File: src/rtl/kpudc_pkg.sv
// Shared types, constants and helper functions for the keypad up/down counter.
// Holds the BCD step functions and the seven-segment decode; no dependencies.
package kpudc_pkg;

  localparam int unsigned COUNT_W    = 14;
  localparam int unsigned DEBOUNCE_W = 16;
  localparam int unsigned REPEAT_W   = 8;
  localparam int unsigned KEYS_W     = 16;
  localparam int unsigned SEG_W      = 7;
  localparam int unsigned SEL_W      = 2;
  localparam int unsigned DIGITS     = 4;
  localparam int unsigned APB_ADDR_W = 4;
  localparam int unsigned APB_DATA_W = 32;

  localparam logic [COUNT_W-1:0]    DECIMAL_MAX        = 14'd9999;
  localparam logic [DEBOUNCE_W-1:0] DEBOUNCE_RESET     = 16'd50;
  localparam logic [REPEAT_W-1:0]   REPEAT_RESET       = 8'd250;
  localparam logic [COUNT_W-1:0]    MAX_COUNT_RESET    = 14'd9999;

  // Register indexes, taken from paddr[3:2]
  localparam logic [1:0] REG_DEBOUNCE_LIMIT = 2'd0;
  localparam logic [1:0] REG_REPEAT_LIMIT   = 2'd1;
  localparam logic [1:0] REG_MAX_COUNT      = 2'd2;

  typedef logic [DIGITS-1:0][3:0] bcd_t;

  typedef struct packed {
    logic up;
    logic down;
  } step_t;

  function automatic bcd_t bcd_inc(bcd_t v);
    bcd_t r;
    logic c;
    r = v;
    c = 1'b1;
    for (int i = 0; i < DIGITS; i++) begin
      if (c) begin
        if (v[i] == 4'd9) begin
          r[i] = 4'd0;
        end else begin
          r[i] = v[i] + 4'd1;
          c    = 1'b0;
        end
      end
    end
    return r;
  endfunction

  function automatic bcd_t bcd_dec(bcd_t v);
    bcd_t r;
    logic b;
    r = v;
    b = 1'b1;
    for (int i = 0; i < DIGITS; i++) begin
      if (b) begin
        if (v[i] == 4'd0) begin
          r[i] = 4'd9;
        end else begin
          r[i] = v[i] - 4'd1;
          b    = 1'b0;
        end
      end
    end
    return r;
  endfunction

  // Bit 0 is segment a, bit 6 segment g; codes above nine show as nine
  function automatic logic [SEG_W-1:0] seg7(logic [3:0] d);
    logic [SEG_W-1:0] s;
    case (d)
      4'd0:    s = 7'h3F;
      4'd1:    s = 7'h06;
      4'd2:    s = 7'h5B;
      4'd3:    s = 7'h4F;
      4'd4:    s = 7'h66;
      4'd5:    s = 7'h6D;
      4'd6:    s = 7'h7D;
      4'd7:    s = 7'h07;
      4'd8:    s = 7'h7F;
      default: s = 7'h6F;
    endcase
    return s;
  endfunction

endpackage

File: src/rtl/kpudc_counter.sv
// Saturating up/down counter kept both in binary and as four BCD digits.
// Depends on kpudc_pkg for the step struct and the BCD step functions.
module kpudc_counter (
  input  logic                            clk_i,
  input  logic                            rst_ni,
  input  kpudc_pkg::step_t                step_i,
  input  logic [kpudc_pkg::COUNT_W-1:0]   max_count_i,
  output logic [kpudc_pkg::COUNT_W-1:0]   count_d_o,
  output kpudc_pkg::bcd_t                 bcd_d_o
);
  import kpudc_pkg::*;

  logic [COUNT_W-1:0] count_q, count_d, bound;
  bcd_t               bcd_q, bcd_d;

  assign bound = (max_count_i < DECIMAL_MAX) ? max_count_i : DECIMAL_MAX;

  always_comb begin
    count_d = count_q;
    bcd_d   = bcd_q;
    if (step_i.up && (count_q < bound)) begin
      count_d = count_q + 14'd1;
      bcd_d   = bcd_inc(bcd_q);
    end else if (step_i.down && (count_q != '0)) begin
      count_d = count_q - 14'd1;
      bcd_d   = bcd_dec(bcd_q);
    end
  end

  always_ff @(posedge clk_i or negedge rst_ni) begin
    if (!rst_ni) begin
      count_q <= '0;
      bcd_q   <= '0;
    end else begin
      count_q <= count_d;
      bcd_q   <= bcd_d;
    end
  end

  assign count_d_o = count_d;
  assign bcd_d_o   = bcd_d;

endmodule

File: src/rtl/keypad_up_down_counter_display_top.sv
// Top level of the keypad up/down counter with multiplexed seven-segment display.
// Depends on kpudc_pkg and kpudc_counter.
//
//  Channel  Direction  Handshake                Payload
//  input    in         in_valid_i / in_stall_o  key_matrix_i
//  output   out        out_valid_o / out_stall_i  digit_select_o, segments_o, count_value_o
//  config   in         APB psel/penable/pwrite  paddr (4 bit), pwdata/prdata (32 bit)
//
// One transaction per cycle sustained while the output does not stall. A key
// transaction is held in the input register, then the key decode, debounce/repeat
// update and counter step run in one pass and land in the result register.
// Reset clears the counter, the debounce/repeat state, the scan index and both
// valid flags; the registers return to 50, 250 and 9999.
// A stall on the output holds the result register and backs up into the input
// register; in_stall_o rises only when both are full.
module keypad_up_down_counter_display_top (
  input  logic                                 clk_i,
  input  logic                                 rst_ni,
  // key transactions
  input  logic                                 in_valid_i,
  output logic                                 in_stall_o,
  input  logic [kpudc_pkg::KEYS_W-1:0]         key_matrix_i,
  // display transactions
  output logic                                 out_valid_o,
  input  logic                                 out_stall_i,
  output logic [kpudc_pkg::SEL_W-1:0]          digit_select_o,
  output logic [kpudc_pkg::SEG_W-1:0]          segments_o,
  output logic [kpudc_pkg::COUNT_W-1:0]        count_value_o,
  // configuration
  input  logic                                 psel,
  input  logic                                 penable,
  input  logic                                 pwrite,
  input  logic [kpudc_pkg::APB_ADDR_W-1:0]     paddr,
  input  logic [kpudc_pkg::APB_DATA_W-1:0]     pwdata,
  output logic [kpudc_pkg::APB_DATA_W-1:0]     prdata,
  output logic                                 pready
);
  import kpudc_pkg::*;

  // Configuration registers
  logic [DEBOUNCE_W-1:0] debounce_limit_q;
  logic [REPEAT_W-1:0]   repeat_limit_q;
  logic [COUNT_W-1:0]    max_count_q;
  logic                  cfg_wr;
  logic [1:0]            cfg_idx;

  // Pipeline
  logic                  in_valid_q;
  logic [KEYS_W-1:0]     key_q;
  logic                  out_valid_q;
  logic [SEL_W-1:0]      digit_select_q;
  logic [SEG_W-1:0]      segments_q;
  logic [COUNT_W-1:0]    count_value_q;
  logic                  out_advance, fire;

  // Key state
  logic                  armed_q, armed_d;
  logic [DEBOUNCE_W-1:0] release_q, release_d, release_inc;
  logic [REPEAT_W-1:0]   hold_q, hold_d, hold_inc;
  logic [SEL_W-1:0]      digit_idx_q, digit_idx_d, digit_sel;
  logic                  no_key, key_up, key_down, key_rpt_up, key_rpt_down;
  step_t                 step;
  logic [COUNT_W-1:0]    count_next;
  bcd_t                  bcd_next;

  // ---------------------------------------------------------------------------
  // APB register file; pready always high, decode on paddr[3:2]
  // ---------------------------------------------------------------------------
  assign pready  = 1'b1;
  assign cfg_idx = paddr[3:2];
  assign cfg_wr  = psel && penable && pwrite;

  always_ff @(posedge clk_i or negedge rst_ni) begin
    if (!rst_ni) begin
      debounce_limit_q <= DEBOUNCE_RESET;
      repeat_limit_q   <= REPEAT_RESET;
      max_count_q      <= MAX_COUNT_RESET;
    end else if (cfg_wr) begin
      case (cfg_idx)
        REG_DEBOUNCE_LIMIT: debounce_limit_q <= pwdata[DEBOUNCE_W-1:0];
        REG_REPEAT_LIMIT:   repeat_limit_q   <= pwdata[REPEAT_W-1:0];
        REG_MAX_COUNT:      max_count_q      <= pwdata[COUNT_W-1:0];
        default: ;
      endcase
    end
  end

  always_comb begin
    case (cfg_idx)
      REG_DEBOUNCE_LIMIT: prdata = {{(APB_DATA_W-DEBOUNCE_W){1'b0}}, debounce_limit_q};
      REG_REPEAT_LIMIT:   prdata = {{(APB_DATA_W-REPEAT_W){1'b0}}, repeat_limit_q};
      REG_MAX_COUNT:      prdata = {{(APB_DATA_W-COUNT_W){1'b0}}, max_count_q};
      default:            prdata = '0;
    endcase
  end

  // ---------------------------------------------------------------------------
  // Handshake: the result register drains first, the input register follows
  // ---------------------------------------------------------------------------
  assign out_advance = !out_valid_q || !out_stall_i;
  assign fire        = in_valid_q && out_advance;
  assign in_stall_o  = in_valid_q && !out_advance;

  always_ff @(posedge clk_i or negedge rst_ni) begin
    if (!rst_ni) begin
      in_valid_q <= 1'b0;
    end else if (!in_stall_o) begin
      in_valid_q <= in_valid_i;
    end
  end

  always_ff @(posedge clk_i) begin
    if (in_valid_i && !in_stall_o) begin
      key_q <= key_matrix_i;
    end
  end

  // ---------------------------------------------------------------------------
  // Key decode: lowest pressed key wins, only keys 1, 2, 5 and 6 do anything
  // ---------------------------------------------------------------------------
  assign no_key       = (key_q == '0);
  assign key_up       = key_q[0];
  assign key_down     = (key_q[1:0] == 2'b10);
  assign key_rpt_up   = (key_q[3:0] == 4'b0000) && key_q[4];
  assign key_rpt_down = (key_q[4:0] == 5'b00000) && key_q[5];

  assign release_inc = release_q + 16'd1;
  assign hold_inc    = hold_q + 8'd1;

  always_comb begin
    armed_d   = armed_q;
    release_d = release_q;
    hold_d    = hold_q;
    step      = '0;
    if (no_key) begin
      // Count release ticks until the debounce limit is passed, then re-arm
      hold_d = '0;
      if (!armed_q) begin
        if (release_inc > debounce_limit_q) begin
          release_d = '0;
          armed_d   = 1'b1;
        end else begin
          release_d = release_inc;
        end
      end else begin
        release_d = '0;
      end
    end else if (key_up || key_down) begin
      // Single step, then drop armed until the keypad has been released
      if (armed_q) begin
        armed_d   = 1'b0;
        step.up   = key_up;
        step.down = key_down;
      end
    end else if (key_rpt_up || key_rpt_down) begin
      // Auto-repeat: step each time the held count passes the limit
      if (armed_q) begin
        if (hold_inc > repeat_limit_q) begin
          hold_d    = '0;
          step.up   = key_rpt_up;
          step.down = key_rpt_down;
        end else begin
          hold_d = hold_inc;
        end
      end
    end
    if (!fire) begin
      step = '0;
    end
  end

  always_ff @(posedge clk_i or negedge rst_ni) begin
    if (!rst_ni) begin
      armed_q     <= 1'b0;
      release_q   <= '0;
      hold_q      <= '0;
      digit_idx_q <= '0;
    end else if (fire) begin
      armed_q     <= armed_d;
      release_q   <= release_d;
      hold_q      <= hold_d;
      digit_idx_q <= digit_idx_d;
    end
  end

  kpudc_counter u_counter (
    .clk_i       (clk_i),
    .rst_ni      (rst_ni),
    .step_i      (step),
    .max_count_i (max_count_q),
    .count_d_o   (count_next),
    .bcd_d_o     (bcd_next)
  );

  // ---------------------------------------------------------------------------
  // Display scan: index 0 shows thousands, so the select is its complement,
  // and the select is also the BCD digit position
  // ---------------------------------------------------------------------------
  assign digit_idx_d = digit_idx_q + 2'd1;
  assign digit_sel   = ~digit_idx_d;

  always_ff @(posedge clk_i or negedge rst_ni) begin
    if (!rst_ni) begin
      out_valid_q <= 1'b0;
    end else if (out_advance) begin
      out_valid_q <= fire;
    end
  end

  always_ff @(posedge clk_i) begin
    if (fire) begin
      digit_select_q <= digit_sel;
      segments_q     <= seg7(bcd_next[digit_sel]);
      count_value_q  <= count_next;
    end
  end

  assign out_valid_o    = out_valid_q;
  assign digit_select_o = digit_select_q;
  assign segments_o     = segments_q;
  assign count_value_o  = count_value_q;

endmodule

File: config.mk
export PLATFORM = sky130hd
export DESIGN_NAME = keypad_up_down_counter_display_top
export DESIGN_NICKNAME = d
export VERILOG_FILES = /design/src/rtl/kpudc_pkg.sv /design/src/rtl/kpudc_counter.sv /design/src/rtl/keypad_up_down_counter_display_top.sv
export SDC_FILE = /design/constraint.sdc
export NUM_CORES = 1
export LEC_CHECK = 0
export BUFFER_PORTS_ARGS = -buffer_cell sky130_fd_sc_hd__buf_2
export CORE_MARGIN = 10
export CORE_UTILIZATION = 63
export CTS_CLUSTER_SIZE = 24
export DETAILED_ROUTE_END_ITERATION = 16
export PLACE_DENSITY = 0.93
export SKIP_CTS_REPAIR_TIMING = 1
export SYNTH_ARGS = -nofsm -noshare
export SYNTH_HDL_FRONTEND = slang
export SYNTH_SLANG_ARGS = --single-unit
File: constraint.sdc
create_clock -name clk_i -period 8.6 [get_ports clk_i]
set_input_delay 1.72 -clock clk_i [delete_from_list [all_inputs] [get_ports clk_i]]
set_output_delay 1.72 -clock clk_i [all_outputs]
set_load 0.02 [all_outputs]
After elaboration in Yosys (flattened, before gate mapping) --
Memories as Yosys holds them, arrays and structs flattened. A register that Yosys moved wholly into a read port is not among the register bits. Index checks and enable logic that the tools add are counted. W data, S select, Z words.
Word-level totals: register bits after elaboration 129, memory bits (read-only) 112, input port bits 59, output and inout port bits 58, memories 1
Memories:
- (no name shown) | words 16, width 7, read ports 1, clocked after Yosys merged registers in 1, write ports 0, RTL line kpudc_pkg.sv:71 | case (d)
Cells by class: add/sub/neg operators 13, magnitude comparators 5, equal/unequal tests 8, multiplexer cells 59, bitwise operators 1, reductions and logical operators 34
Operators with widths (number):
- $mux W16 | 4
- $mux W4 | 15
- $pmux W16 S3 | 1
- $mux W14 | 3
- $mux W8 | 5
- $mux W1 | 23
- $logic_not A4 Y1 | 5
- $add A16 B1 Y16 const B | 1
- $add A4 B1 Y4 const B | 4
- $eq A4 B4 Y1 const B | 4
- $gt A16 B16 Y1 | 1
- $logic_not A16 Y1 | 1
- $sub A4 B1 Y4 const B | 4
- $add A14 B1 Y14 const B | 1
- $lt A14 B14 Y1 | 1
- $lt A14 B14 Y1 const B | 1
- $mux W2 | 7
- $reduce_bool A14 Y1 | 1
- $sub A14 B1 Y14 const B | 1
- $reduce_and A2 Y1 | 5
- $logic_and A1 B1 Y1 | 9
- $add A8 B1 Y8 const B | 1
- $bmux W4 S2 | 1
- $gt A8 B8 Y1 | 1
- other kinds (12) | 20

Longest topological paths before layout --
depth in word-level cells 22, depth in mapped cells 19, depth with buffers taken out 18

By module --
Synthesis repeated with hierarchy kept, for this count alone.
Second synthesis, totals: cells, all modules 780, area total of the unflattened synthesis 7990.2 µm²
By module, submodules not included:
- keypad_up_down_counter_display_top | instances 1, cells an instance 487, area an instance 5549.1 µm², seq. area each 2869.0 µm²
- kpudc_counter | instances 1, cells an instance 293, area an instance 2441.1 µm², seq. area each 750.7 µm²

Worst setup path after synthesis --
Ideal clock, no wire load.
path type input to output, from in paddr[2] in the netlist's numbering, to out prdata[2] in the netlist's numbering, arrival time 3020 ps, required time 6880 ps, path slack 3860 ps, cell stages on the path 4, path through clkbuf_1 clkbuf_1 mux2i_1 o21ai_0
On the way: word-level cells in the longest chain between the ends 2, elaborated cells between the ends (all ways) 4, those cells by class eq/ne (2); mux (1); reduce/logical (1)
RTL lines:
- from (decl) | RTL line keypad_up_down_counter_display_top.sv:33 | input logic [kpudc_pkg::APB_ADDR_W-1:0] paddr,
- $eq A2 B2 Y1 (tied with other cells) | RTL line keypad_up_down_counter_display_top.sv:89 | case (cfg_idx)
- $pmux W16 S3 (*) | RTL line keypad_up_down_counter_display_top.sv:89
- to (decl) | RTL line keypad_up_down_counter_display_top.sv:35 | output logic [kpudc_pkg::APB_DATA_W-1:0] prdata,
Mark *: on every way between the ends. The rest lies on a longest branch, timed or not.

Worst setup path after layout --
from reg max_count_q[10], to reg segments_q[3], in the netlist segments_o[3], data pin
On the way: word-level cells in the longest chain between the ends 7
RTL lines:
- from (decl) | RTL line keypad_up_down_counter_display_top.sv:43 | logic [COUNT_W-1:0] max_count_q;
- from (signal assigned) | RTL line keypad_up_down_counter_display_top.sv:82 | REG_MAX_COUNT: max_count_q <= pwdata[COUNT_W-1:0];
- $lt A14 B14 Y1 | RTL line kpudc_counter.sv:16 | assign bound = (max_count_i < DECIMAL_MAX) ? max_count_i : DECIMAL_MAX;
- $mux W14 (*) | RTL line kpudc_counter.sv:16
- $lt A14 B14 Y1 (*) | RTL line kpudc_counter.sv:21 | if (step_i.up && (count_q < bound)) begin
- $logic_and A1 B1 Y1 (*) | RTL line kpudc_counter.sv:21
- $mux W16 (*) | RTL line kpudc_counter.sv:21
- $bmux W4 S2 (*) | RTL line keypad_up_down_counter_display_top.sv:213 | segments_q <= seg7(bcd_next[digit_sel]);
- $mux W4 (not written as such) (*) | RTL line keypad_up_down_counter_display_top.sv:213
- to (decl) | RTL line keypad_up_down_counter_display_top.sv:52 | logic [SEG_W-1:0] segments_q;
Mark *: on every way between the ends. The rest lies on a longest branch, timed or not. The select of a mux whose other input is x is not followed. A chain may end at the register's enable or synchronous reset.

==> results.toml <==
[synth]
synthCells = 843
synth_cell_types = 81
ys_seq_area_share_pct = 43.4
async_flop_share_pct = 71.3
ys_warn_count = 0
yosys-top-cells-area = "dfrtp_1, edfxtp_1, ha_1"
yosys.area.top_type_share_pct = 24.0
syn_area_um2 = 8340
synth.avg_cell_area_um2 = 9.89
synth_edf_count = 39
ys_seq_elements = 136
ys_dominant_reg_cell = "dfrtp_1"
synth_top_area_cell = "dfrtp_1"

[sta]
hold_violations = 0
final.min_clock_period_ns = 5.51
min_period_over_period_pct = 64.1
drv_slew = 0
final.setup.tns_ns = 0
final.setup_skew_ns = 0.00830
finalSetupViolations = 0
worstMarginPinSlew_ns = 1.17
max_slew_margin_pct = 21.7
rsz0062_at_grt = "false"
max_freq_ghz = 0.181

[global_routing]
grt.total_usage_pct = 22.2
grt_use_met2_pct = 36.1
grt_max_degree = 77
antenna_found_initial = 3
grtUsageMet3_pct = 7.01
first_global_vias = 6635
grtUsageMet1_pct = 27.2
grt_pass1_wl_um = 32900
grt_overflow = 0
grt.busiest_layer = "met2"

[routing]
firstDrtPassIters = 7
routedWlPerCell_um = 18.3
vias = 6774
avgViaCountPerCell = 6.18
wl_um = 20100
drc_errors = 0
ant_nets = 0
drt-initial-drc-count = 716

[die]
die-area_um2 = 18200
num_rows = 41
die_w_um = 135
start_util_pct = 65.3
die_y_um = 135
core-area_um2 = 12800
io_pins = 117

[power]
p_leak_nw = 4.24
p_per_area_nw_per_um2 = 253
p_total_w = 0.00237
ir_worst_vdd_mv = 0.151

[clock_network]
htreeDepth = 4
clockRootBuffer = "clkbuf_16"
cts_tree = "done"
clk_pin_slew_worst_paths_ns = 0.06
cts_made_buffers = 17
clockBufferDepth = 2
insertion_delay_ns = 0.43
cts_sinks = 136

[worst_setup_path]
slowest_stage = "nor2_1"
critPathMaxFanout = 12
startpoint_type = "flip-flop"
criticalPathCategory = "reg -> reg"
ff2ff_setup_slack_ns = 3.09
worst_ep_arrival_time_ns = 5.81
path_buf_inv = 2
end_kind = "flip-flop"
worstPathRequired_ns = 8.89
slowest_delay_ns = 0.89
cp_top_family = "compound AO/OA/AOI/OAI gates"
cp_cell_sequence = "nand4_1 > a2111o_1 > and2_1 > nand2_1 > ha_1 > a41oi_1 > o21ai_0 > a211oi_1 > o211ai_1 > buf_4 > nor2_1 > mux2_2 > o31ai_1 > a211o_1 > inv_1 > ha_1 > mux2_2 > nand2_1"

[status]
status = "finished, final reports clean"

[finish]
area_delta_synth_final_pct = 12.4
final_util_pct = 73.3
layout.nets = 1014
drive_above_1_share_pct = 20.8

[placement]
port_buffers = 81
hpwl_um = 13800
gp_congestion = 0.890

[flow_run]
cap_violations = 0

[hold_path]
worst_hold_path_type = "reg -> reg"
[synthesized netlist by cell type (4+ instances only)]
| library cell | count |
|---|---|
| dfrtp_1 | 80 |
| inv_1 | 46 |
| nor2_1 | 59 |
| and3_1 | 13 |
| dfstp_2 | 17 |
| a211o_1 | 5 |
| nor4_1 | 12 |
| a21oi_1 | 21 |
| o21ai_0 | 37 |
| a211oi_1 | 9 |
| xor2_1 | 17 |
| or3_1 | 8 |
| nor3_1 | 28 |
| nor3b_1 | 7 |
| o21ai_1 | 4 |
| ha_1 | 45 |
| a31oi_1 | 5 |
| buf_4 | 18 |
| xnor2_1 | 24 |
| and2_1 | 4 |
| mux2_2 | 36 |
| nand3_1 | 27 |
| nand4_1 | 18 |
| edfxtp_1 | 39 |
| a22o_1 | 8 |
| a22oi_1 | 4 |
| mux2i_1 | 20 |
| a21o_1 | 10 |
| o21a_1 | 9 |
| clkbuf_1 | 27 |
| o31ai_1 | 11 |
| nand2_1 | 83 |
| nor2b_1 | 14 |
| nand2b_1 | 9 |
[layer usage]
| layer | vias to the layer above | share of wire [%] |
|---|---|---|
| li1 | 3151 | - |
| met1 | 3233 | 41 |
| met2 | 351 | 47 |
| met5 | - | 0.065 |
| met4 | 2 | 2.2 |
| met3 | 37 | 9.6 |
[area by class of cell]
cell class,count,area [um2]
Multi-Input combinational cell,621,4310
Timing Repair Buffer,85,438
Fill cell,842,3400
Inverter,49,189
Sequential cell,136,3620
Tap cell,172,215
Clock inverter,13,153
Antenna cell,2,5.00
Clock buffer,19,443
[flip-flops by register name, summed over array words and instances (netlist names), 2 cells and up]
name / count
count_value_o: 14
debounce_limit_q: 16
digit_idx_q: 2
digit_select_o: 2
hold_q: 8
key_q: 16
max_count_q: 14
release_q: 16
repeat_limit_q: 8
segments_o: 7
u_counter.bcd_q: 16
u_counter.count_q: 14
[power by group]
part | switching (W) | leakage [nW] | internal (W)
Sequential | 0.000151 | 1.57 | 0.000810
Combinational | 0.000399 | 2.39 | 0.000271
Clock | 0.000279 | 0.284 | 0.000461
Total | 0.000829 | 4.24 | 0.00154
[per-stage QoR]
| stage | instance area (um2) | worst slack (ns) | hold WS (ns) | instances |
|---|---|---|---|---|
| 5_1_grt | 9360 | 2.89 | 0.502 | 1095 |
| 4_1_cts | 9360 | 3.24 | 0.486 | 1095 |
| 2_1_floorplan | 8390 | 3.86 | 0.423 | 858 |
| 6_report | 9370 | 3.09 | 0.476 | 1097 |
| 3_3_place_gp | 8770 | 2.97 | 0.459 | 1063 |
| 3_5_place_dp | 8770 | 2.91 | 0.473 | 1063 |
[worst paths after layout]
| check | from | to | depth (start not counted) |
|---|---|---|---|
| worst min-delay path | in_valid_q | out_valid_o | 1 |
| worst min register to register | in_valid_q | out_valid_o | 1 |
| max in group asynchronous | rst_ni | u_counter.count_q[12] | 2 |
| worst max-delay path | max_count_q[10] | segments_o[3] | 18 |
| worst max register to register | max_count_q[10] | segments_o[3] | 18 |
| min in group asynchronous | rst_ni | in_valid_q | 1 |
[worst register-to-register path: stages, from the launching register on]
cell and delay [ns]:
dfstp_2 0.57, nand4_1 0.15, a2111o_1 0.45, and2_1 0.19, nand2_1 0.10, ha_1 0.26
a41oi_1 0.23, o21ai_0 0.13, a211oi_1 0.37, o211ai_1 0.14, buf_4 0.23, nor2_1 0.89
mux2_2 0.44, o31ai_1 0.25, a211o_1 0.22, inv_1 0.10, ha_1 0.31, mux2_2 0.28
nand2_1 0.06
[layout by cell type, fill, tap and decap left out, types with 14 or more instances in the layout]
| master | netlist | final |
|---|---|---|
| clkbuf_16 | 0 | 17 |
| nor3_1 | 28 | 28 |
| nand3_1 | 27 | 27 |
| ha_1 | 45 | 45 |
| a21oi_1 | 21 | 21 |
| nand4_1 | 18 | 18 |
| dfrtp_1 | 80 | 80 |
| buf_2 | 3 | 80 |
| conb_1 | 2 | 17 |
| xnor2_1 | 24 | 24 |
| edfxtp_1 | 39 | 39 |
| inv_1 | 46 | 46 |
| xor2_1 | 17 | 17 |
| o21ai_0 | 37 | 37 |
| nand2_1 | 83 | 83 |
| dfstp_2 | 17 | 17 |
| nor2_1 | 59 | 59 |
| nor2b_1 | 14 | 14 |
| mux2i_1 | 20 | 20 |
| mux2_2 | 36 | 36 |
[cell families (layout without fill, tap and decap cells)]
family	Yosys count	after routing	synth area share (%)
muxes	57	57	7.44
and+or+nand+nor	303	303	18.5
xor gates and xnor gates	41	41	4.31
AOI/OAI and AO/OA	158	158	13.8
adders and majority gates	45	45	6.75
DFF	136	136	43.4
buffers and inverters	101	166	5.66
other	2	19	0.0901
Power figures use the tool's default switching activity.
